<file path="src/tga_rle_decoder_core_macros.svh">
// ----------------------------------------------------------------------------
// tga_rle_decoder_core_macros.svh
// assertion macros used by the top-level decoder file
// ----------------------------------------------------------------------------
`ifndef TGA_RLE_DECODER_CORE_MACROS_SVH
`define TGA_RLE_DECODER_CORE_MACROS_SVH

`ifndef SYNTHESIS

// property holds on every clock edge outside reset
`define TRD_ASSERT_HOLD(lbl, clk, rstn, prop, msg) \
	lbl: assert property (@(posedge clk) disable iff (!rstn) (prop)) else $error(msg);

// antecedent implies consequent in the same cycle
`define TRD_ASSERT_IMPLY(lbl, clk, rstn, ante, cons, msg) \
	lbl: assert property (@(posedge clk) disable iff (!rstn) (ante) |-> (cons)) else $error(msg);

`else

`define TRD_ASSERT_HOLD(lbl, clk, rstn, prop, msg)
`define TRD_ASSERT_IMPLY(lbl, clk, rstn, ante, cons, msg)

`endif

`endif

</file>
<file path="src/trd_pkg.sv">
// ----------------------------------------------------------------------------
// trd_pkg
// types and constants of the run-length pixel decoder
// ----------------------------------------------------------------------------
package trd_pkg;

	localparam int unsigned CfgIdxW   = 1;
	localparam int unsigned CfgDataW  = 32;
	localparam int unsigned QueueDepth = 2;

	localparam logic [7:0] RunHdrBase = 8'd127;

	typedef enum logic [CfgIdxW-1:0] {
		REG_BYTES_PER_PIXEL = 1'b0,
		REG_PIXEL_COUNT     = 1'b1
	} trd_reg_t;

	typedef enum logic [1:0] {
		PH_HEADER = 2'd0,
		PH_RAW    = 2'd1,
		PH_RUN    = 2'd2
	} trd_phase_t;

	typedef struct packed {
		logic                we;
		logic [CfgIdxW-1:0]  index;
		logic [CfgDataW-1:0] data;
	} trd_cfg_wr_t;

	typedef struct packed {
		logic [31:0] pixel;
		logic [7:0]  repeat_res;
		logic        last_of_frame;
		logic        overflow;
	} trd_item_t;

endpackage

</file>
<file path="src/trd_queue.sv">
// ----------------------------------------------------------------------------
// trd_queue
// short queue of decoded items between front and back
// ----------------------------------------------------------------------------
module trd_queue (
	input  logic               clk,
	input  logic               arst_n,
	input  logic               wr_en,
	input  trd_pkg::trd_item_t wr_item,
	output logic               full,
	input  logic               rd_en,
	output trd_pkg::trd_item_t rd_item,
	output logic               avail
);
	import trd_pkg::*;

	localparam int unsigned PtrW = (QueueDepth > 1) ? $clog2(QueueDepth) : 1;
	localparam int unsigned CntW = $clog2(QueueDepth + 1);

	trd_item_t         mem_q [QueueDepth];
	logic [PtrW-1:0]   wr_ptr_q;
	logic [PtrW-1:0]   rd_ptr_q;
	logic [CntW-1:0]   cnt_q;
	logic              do_wr;
	logic              do_rd;

	assign full    = (cnt_q == CntW'(QueueDepth));
	assign avail   = (cnt_q != '0);
	assign do_wr   = wr_en && !full;
	assign do_rd   = rd_en && avail;
	assign rd_item = mem_q[rd_ptr_q];

	always_ff @(posedge clk) begin
		if (do_wr) begin
			mem_q[wr_ptr_q] <= wr_item;
		end
	end

	always_ff @(posedge clk or negedge arst_n) begin
		if (!arst_n) begin
			wr_ptr_q <= '0;
			rd_ptr_q <= '0;
			cnt_q    <= '0;
		end else begin
			if (do_wr) begin
				wr_ptr_q <= (wr_ptr_q == PtrW'(QueueDepth - 1)) ? '0 : wr_ptr_q + PtrW'(1);
			end
			if (do_rd) begin
				rd_ptr_q <= (rd_ptr_q == PtrW'(QueueDepth - 1)) ? '0 : rd_ptr_q + PtrW'(1);
			end
			if (do_wr && !do_rd) begin
				cnt_q <= cnt_q + CntW'(1);
			end else if (do_rd && !do_wr) begin
				cnt_q <= cnt_q - CntW'(1);
			end
		end
	end

endmodule

</file>
<file path="src/trd_front.sv">
// ----------------------------------------------------------------------------
// trd_front
// packet parsing, pixel assembly and frame accounting, one byte a cycle
// ----------------------------------------------------------------------------
module trd_front #(
	parameter int unsigned MAX_BYTES_PER_PIXEL = 4
) (
	input  logic                 clk,
	input  logic                 arst_n,
	input  trd_pkg::trd_cfg_wr_t cfg,
	input  logic                 in_valid,
	input  logic [7:0]           in_byte,
	output logic                 out_valid,
	output trd_pkg::trd_item_t   out_item
);
	import trd_pkg::*;

	localparam logic [2:0] MaxBpp = 3'(MAX_BYTES_PER_PIXEL);

	logic [2:0]  bpp_q;
	logic [31:0] count_q;

	trd_phase_t  phase_q, phase_d;
	logic [7:0]  packet_left_q, packet_left_d;
	logic [1:0]  byte_idx_q, byte_idx_d;
	logic [31:0] asm_q, asm_d;
	logic [31:0] done_q, done_d;

	logic [2:0]  eff_bpp;
	logic [31:0] eff_count;
	logic [31:0] left;
	logic [1:0]  byte_idx_inc;
	logic [31:0] asm_new;
	logic        in_data;
	logic        pix_done;
	logic [7:0]  rep;
	logic [7:0]  pl_after;
	logic        last;
	logic        ovf;
	logic        restart;

	assign in_data = (phase_q == PH_RAW) || (phase_q == PH_RUN);

	always_comb begin
		eff_bpp = bpp_q;
		if (bpp_q == 3'd0) begin
			eff_bpp = 3'd1;
		end else if (bpp_q > MaxBpp) begin
			eff_bpp = MaxBpp;
		end
	end

	assign eff_count    = (count_q == 32'd0) ? 32'd1 : count_q;
	assign left         = eff_count - done_q;
	assign byte_idx_inc = byte_idx_q + 2'd1;
	assign asm_new      = asm_q | ({24'd0, in_byte} << {byte_idx_q, 3'b000});
	assign pix_done     = in_data && (byte_idx_inc == eff_bpp[1:0]);

	// result of a completed pixel
	always_comb begin
		rep      = 8'd1;
		pl_after = packet_left_q - 8'd1;
		last     = 1'b0;
		ovf      = 1'b0;
		if (phase_q == PH_RUN) begin
			rep      = packet_left_q;
			pl_after = 8'd0;
			if ({24'd0, packet_left_q} >= left) begin
				ovf  = ({24'd0, packet_left_q} > left);
				rep  = left[7:0];
				last = 1'b1;
			end
		end else if (left == 32'd1) begin
			last = 1'b1;
			ovf  = (pl_after != 8'd0);
		end
	end

	assign out_valid              = in_valid && pix_done && !cfg.we;
	assign out_item.pixel         = asm_new;
	assign out_item.repeat_res    = rep;
	assign out_item.last_of_frame = last;
	assign out_item.overflow      = ovf;

	assign restart = cfg.we || (in_valid && pix_done && last);

	// next phase
	always_comb begin
		phase_d = phase_q;
		if (restart) begin
			phase_d = PH_HEADER;
		end else if (in_valid) begin
			unique case (phase_q)
				PH_RAW, PH_RUN: begin
					if (pix_done && (pl_after == 8'd0)) begin
						phase_d = PH_HEADER;
					end
				end
				default: begin
					phase_d = in_byte[7] ? PH_RUN : PH_RAW;
				end
			endcase
		end
	end

	// datapath state
	always_comb begin
		packet_left_d = packet_left_q;
		byte_idx_d    = byte_idx_q;
		asm_d         = asm_q;
		done_d        = done_q;
		if (restart) begin
			packet_left_d = 8'd0;
			byte_idx_d    = 2'd0;
			asm_d         = 32'd0;
			done_d        = 32'd0;
		end else if (in_valid) begin
			if (!in_data) begin
				packet_left_d = in_byte[7] ? (in_byte - RunHdrBase) : (in_byte + 8'd1);
				byte_idx_d    = 2'd0;
				asm_d         = 32'd0;
			end else if (!pix_done) begin
				byte_idx_d = byte_idx_inc;
				asm_d      = asm_new;
			end else begin
				packet_left_d = pl_after;
				byte_idx_d    = 2'd0;
				asm_d         = 32'd0;
				done_d        = done_q + {24'd0, rep};
			end
		end
	end

	always_ff @(posedge clk or negedge arst_n) begin
		if (!arst_n) begin
			bpp_q         <= 3'd3;
			count_q       <= 32'd1;
			phase_q       <= PH_HEADER;
			packet_left_q <= 8'd0;
			byte_idx_q    <= 2'd0;
			asm_q         <= 32'd0;
			done_q        <= 32'd0;
		end else begin
			if (cfg.we) begin
				unique case (trd_reg_t'(cfg.index))
					REG_BYTES_PER_PIXEL: bpp_q   <= cfg.data[2:0];
					REG_PIXEL_COUNT:     count_q <= cfg.data;
				endcase
			end
			phase_q       <= phase_d;
			packet_left_q <= packet_left_d;
			byte_idx_q    <= byte_idx_d;
			asm_q         <= asm_d;
			done_q        <= done_d;
		end
	end

endmodule

</file>
<file path="src/trd_back.sv">
// ----------------------------------------------------------------------------
// trd_back
// output register stage, presents the oldest item to the consumer
// ----------------------------------------------------------------------------
module trd_back (
	input  logic               clk,
	input  logic               arst_n,
	input  logic               q_avail,
	input  trd_pkg::trd_item_t q_item,
	output logic               q_rd,
	input  logic               pop,
	output logic               empty,
	output trd_pkg::trd_item_t out_item
);
	import trd_pkg::*;

	logic      vld_q;
	trd_item_t item_q;

	assign empty    = !vld_q;
	assign q_rd     = q_avail && (!vld_q || pop);
	assign out_item = item_q;

	always_ff @(posedge clk) begin
		if (q_rd) begin
			item_q <= q_item;
		end
	end

	always_ff @(posedge clk or negedge arst_n) begin
		if (!arst_n) begin
			vld_q <= 1'b0;
		end else if (q_rd) begin
			vld_q <= 1'b1;
		end else if (pop) begin
			vld_q <= 1'b0;
		end
	end

endmodule

</file>
<file path="src/tga_rle_decoder_core.sv">
// ----------------------------------------------------------------------------
// tga_rle_decoder_core
// run-length pixel stream decoder, one compressed byte per cycle while not full
// throughput: one byte every cycle while the consumer pops; input stalls with 3 items waiting
// a result reaches the result ports through the queue and then the output register
// the front decodes in the accept cycle, a 2-item queue and an output register follow
// reset clears all decode state; bytes_per_pixel resets to 3, pixel_count to 1
// ----------------------------------------------------------------------------
`include "tga_rle_decoder_core_macros.svh"

module tga_rle_decoder_core #(
	parameter int unsigned MAX_BYTES_PER_PIXEL = 4
) (
	input  logic                         clk,
	input  logic                         arst_n,
	input  logic                         push,
	output logic                         full,
	input  logic [7:0]                   data_byte,
	output logic                         empty,
	input  logic                         pop,
	output logic [31:0]                  pixel,
	output logic [7:0]                   repeat_res,
	output logic                         last_of_frame,
	output logic                         overflow,
	input  logic                         cfg_we,
	input  logic [trd_pkg::CfgIdxW-1:0]  cfg_index,
	input  logic [trd_pkg::CfgDataW-1:0] cfg_data
);
	import trd_pkg::*;

	trd_cfg_wr_t cfg;
	logic        fr_valid;
	trd_item_t   fr_item;
	logic        q_avail;
	logic        q_rd;
	trd_item_t   q_item;
	trd_item_t   out_item;

	assign cfg.we    = cfg_we;
	assign cfg.index = cfg_index;
	assign cfg.data  = cfg_data;

	trd_front #(
		.MAX_BYTES_PER_PIXEL(MAX_BYTES_PER_PIXEL)
	) u_front (
		.clk      (clk),
		.arst_n   (arst_n),
		.cfg      (cfg),
		.in_valid (push && !full),
		.in_byte  (data_byte),
		.out_valid(fr_valid),
		.out_item (fr_item)
	);

	trd_queue u_queue (
		.clk    (clk),
		.arst_n (arst_n),
		.wr_en  (fr_valid),
		.wr_item(fr_item),
		.full   (full),
		.rd_en  (q_rd),
		.rd_item(q_item),
		.avail  (q_avail)
	);

	trd_back u_back (
		.clk     (clk),
		.arst_n  (arst_n),
		.q_avail (q_avail),
		.q_item  (q_item),
		.q_rd    (q_rd),
		.pop     (pop),
		.empty   (empty),
		.out_item(out_item)
	);

	assign pixel         = out_item.pixel;
	assign repeat_res    = out_item.repeat_res;
	assign last_of_frame = out_item.last_of_frame;
	assign overflow      = out_item.overflow;

	// overflow always ends the frame
	`TRD_ASSERT_IMPLY(a_ovf_last, clk, arst_n, !empty && overflow, last_of_frame, "overflow without frame end")
	// a run never carries zero or more than 128 pixels
	`TRD_ASSERT_IMPLY(a_rep_range, clk, arst_n, !empty, (repeat_res != 8'd0) && (repeat_res <= 8'd128), "repeat out of range")
	// the queue only drains into an empty or emptying output stage
	`TRD_ASSERT_HOLD(a_back_load, clk, arst_n, !q_rd || empty || pop, "output item overwritten")

endmodule
</file>
<file path="config.mk">
export PLATFORM = sky130hd
export DESIGN_NAME = tga_rle_decoder_core
export DESIGN_NICKNAME = d
export VERILOG_FILES = /design/src/trd_pkg.sv /design/src/trd_queue.sv /design/src/trd_front.sv /design/src/trd_back.sv /design/src/tga_rle_decoder_core.sv
export VERILOG_INCLUDE_DIRS = /design/src /design/src/src
export SDC_FILE = /design/constraint.sdc
export NUM_CORES = 1
export LEC_CHECK = 0
export BUFFER_PORTS_ARGS = -buffer_cell sky130_fd_sc_hd__buf_2
export CORE_UTILIZATION = 61
export CTS_BUF_LIST = sky130_fd_sc_hd__clkbuf_16
export CTS_CLUSTER_SIZE = 28
export DETAILED_ROUTE_END_ITERATION = 8
export GPL_TIMING_DRIVEN = 1
export PLACE_DENSITY_LB_ADDON = 0.08
export SYNTH_ARGS = -nofsm -noshare
export SYNTH_HDL_FRONTEND = slang
export SYNTH_HIERARCHICAL = 1
export SYNTH_SLANG_ARGS = --single-unit
</file>
<file path="constraint.sdc">
create_clock -name clk -period 8.2 [get_ports clk]
set_input_delay 1.64 -clock clk [delete_from_list [all_inputs] [get_ports clk]]
set_output_delay 1.64 -clock clk [all_outputs]
set_load 0.005 [all_outputs]
</file>
==> out/metrics.cfg <==
[finish]
final_area_sq_mm = 0.01480
nets = 1368
fin_util_pct = 67.81
fillers = 1653
drive_gt1_share_pct = 19.24
areaGrowthSynthToFinish_pct = 9.276
diodes = 0

[timing]
clock_skew_ps = 20.13
finalCriticalPeriod_ps = 7468
fmax_mhz = 133.9
slew_headroom_pct = 24.93
final_max_slew_viol_count = 0
tightestPinTransition_ps = 1126
fin_crit_sh_pct = 91.07
setup_viol = 0
timing.final.hold_violations = 0
tns_ps = 0
grt_setup_unrepaired = no

[route]
wl_per_cell_um = 20.86
drc = 0
vias_per_cell = 6.254
ant_nets = 0
firstDrtPassIters = 5
via_count = 9781
wl_um = 32620
drt-initial-drc-count = 719

[clock_tree]
cts_tree = yes
clk_pin_slew_ps = 70
cts_max_path_buffers = 3
cts_buffers = 25
htree_num_levels = 1
root_buffer = clkbuf_16
post-cts-setup-buffers = 0
clk_latency_ps = 540
cts_resized = 0
cts_hold_buf = 0
clock-sinks = 242

[critical_path]
cp.arrival_ps = 7860
end_kind = flop
worstPathRequired_ps = 8590
crit_fanout = 8
critPathLaunchType = flop
critPathKind = flop to flop

[placed_design]
numPortBuffers = 89
gp_congestion = 0.9561
dp_hpwl_um = 23250
place_area_sq_mm = 0.01397

[floorplanning]
core_sq_mm = 0.02182
initial_core_util_pct = 62.06
die_h_um = 151
fp.dieW_um = 151
num_io_pins = 90
die_area_sq_mm = 0.02280
row_count = 54

[yosys]
netlist_area_sq_mm = 0.01354
syn_avg_cell_area_sq_um = 10.98
synth_fp_nets = 1336
synth_cell_type_count = 95
yosysSeqAreaShare_pct = 49.40
yosys_register_bits = 242
synth_top_cell_by_area = edfxtp_1
synth.area.top_cells = edfxtp_1, dfrtp_1, ha_1
synth_top_area_share_pct = 27.94
async_flop_share_pct = 47.93
synth_edf_count = 126
syn_inst = 1233
synthFlopType = edfxtp_1
ys.warnings.count = 6

[status]
status = finished, final reports clean

[power]
p_int_uw = 2620
switching_share_pct = 31.69
p_seq_share_pct = 41.2
p_leak_uw = 0.006243
ir_drop_mv = 0.2065
pwr-share-comb_pct = 28.9
p_switching_uw = 1216
pwr-share-clk_pct = 29.9
power.density_mw_per_mm2 = 259.2

[global_routing]
grt_pass1_wl_um = 50550
track_usage_pct = 28.97
grt_pass1_vias = 9401
grt_overflow = 0
grt_max_degree = 67
antenna_found_initial = 0

[flow_run]
drv_cap = 0

[min_path]
hold_class = flop to flop

kinds of logic after synthesis:
family | after synthesis | share of synthesized area [%]
fa+ha+maj | 57 | 5.377
compound gates | 267 | 13.73
xor+xnor | 53 | 3.428
buf+inv | 150 | 4.970
mux | 95 | 8.841
flops | 242 | 49.40
simple gates | 369 | 14.26
cell usage after synthesis (8+ instances only):
cell type / number
a31oi_1: 10
buf_1: 8
nand2b_1: 13
a21oi_1: 76
xor2_1: 14
mux2_4: 39
xnor2_1: 39
inv_1: 55
a21o_1: 51
clkbuf_1: 73
nor3_1: 49
mux2_2: 40
nor2_1: 88
nand3_1: 27
nand2_1: 79
o22ai_1: 14
o21ai_0: 25
ha_1: 55
dfrtp_1: 113
mux2i_1: 15
edfxtp_1: 126
nand4_1: 24
nor4_1: 20
nor2b_1: 10
area by class of cell:
class | count | area [sq um] | share of cell area, %
inverter | 55 | 206.4 | 1.395
multi-input combinational | 841 | 6190 | 41.82
clock inverter | 21 | 205.2 | 1.387
tap | 280 | 350.3 | 2.367
clock buffer | 25 | 625.6 | 4.227
sequential | 242 | 6691 | 45.21
timing repair buffer | 100 | 530.5 | 3.585
layout by cell type (no fill, tap or decap), types with 15 or more instances in the layout:
| cell | n |
|---|---|
| mux2_2 | 40 |
| dfrtp_1 | 112 |
| nand3_1 | 27 |
| ha_1 | 55 |
| nand2_1 | 79 |
| a21o_1 | 51 |
| o21ai_0 | 25 |
| xnor2_1 | 39 |
| mux2i_1 | 15 |
| inv_1 | 61 |
| nor4_1 | 20 |
| nand4_1 | 24 |
| edfxtp_1 | 126 |
| a21oi_1 | 76 |
| nor3_1 | 49 |
| mux2_4 | 39 |
| buf_2 | 88 |
| nor2_1 | 87 |
| clkbuf_16 | 25 |
registers in the layout, summed over array words and instances (netlist names):
register               count
u_back/out_item           42
u_back/vld_q               1
u_front/asm_q             32
u_front/bpp_q              3
u_front/byte_idx_q         2
u_front/count_q           32
u_front/done_q            32
u_front/packet_left_q      8
u_front/phase_q            2
u_queue/cnt_q              2
u_queue/mem_q             84
u_queue/rd_ptr_q           1
u_queue/wr_ptr_q           1
through the flow:
| stage | total power, uW | cells | worst slack, ps | hold WS [ps] |
|---|---|---|---|---|
| 2_1_floorplan | 2413 | 1233 | 2421 | 456.4 |
| 3_3_place_gp | 2671 | 1518 | 972.8 | 477.9 |
| 3_5_place_dp | 2693 | 1518 | 878.5 | 485.4 |
| 4_1_cts | 3849 | 1564 | 788.4 | 500.3 |
| 5_1_grt | 4031 | 1564 | 235.7 | 521.8 |
| 6_report | 3836 | 1564 | 732.3 | 500.0 |
path summary, 6_finish.rpt:
check | startpoint | cells after the start | slack [ps] | end
min | u_front/asm_q[6] | 2 | 500 | u_front/asm_q[6]
max in group asynchronous | arst_n | 2 | 5710 | u_front/count_q[19]
min in group asynchronous | arst_n | 1 | 1170 | u_front/done_q[5]
max | u_front/count_q[2] | 26 | 730 | u_front/done_q[22]
max reg2reg | u_front/count_q[2] | 26 | 730 | u_front/done_q[22]
min reg2reg | u_front/asm_q[6] | 2 | 500 | u_front/asm_q[6]
worst max-delay path, cell delays in order (launching register included):
cell and delay, ps:
dfrtp_1 440, nor4_1 500, nand4_1 260, nor2_1 160
nor2_1 70, ha_1 190, fa_1 400, nand2b_1 190
a21oi_1 400, o21ai_1 240, o21ai_0 260, xor2_1 120
nor4_1 530, nand4_4 230, nor4b_2 320, buf_4 250
mux2i_1 440, fa_1 300, a21o_1 130, a21oi_1 90
o21bai_1 130, a21oi_1 110, o21ai_0 520, nand3_1 420
nor4_1 400, xnor2_1 160, nor3_1 60
power groups by stage:
stage	registers [uW]	clock network, uW	logic [uW]
6_report	1580	1150	1110
5_1_grt	1600	1210	1220
4_1_cts	1580	1170	1100
3_5_place_dp	1600	0	1090
3_3_place_gp	1600	0	1080
2_1_floorplan	1580	0	831
layer usage:
layer / up-vias / track usage (%) / part of all wire [%]
li1: 4577 / - / -
met5: - / 0 / 0
met3: 42 / 3.976 / 6.4
met2: 361 / 46.51 / 47
met1: 4801 / 41.48 / 45
met4: 0 / 7.250 / 1.6
No activity file was read; power rests on OpenSTA's default activity.
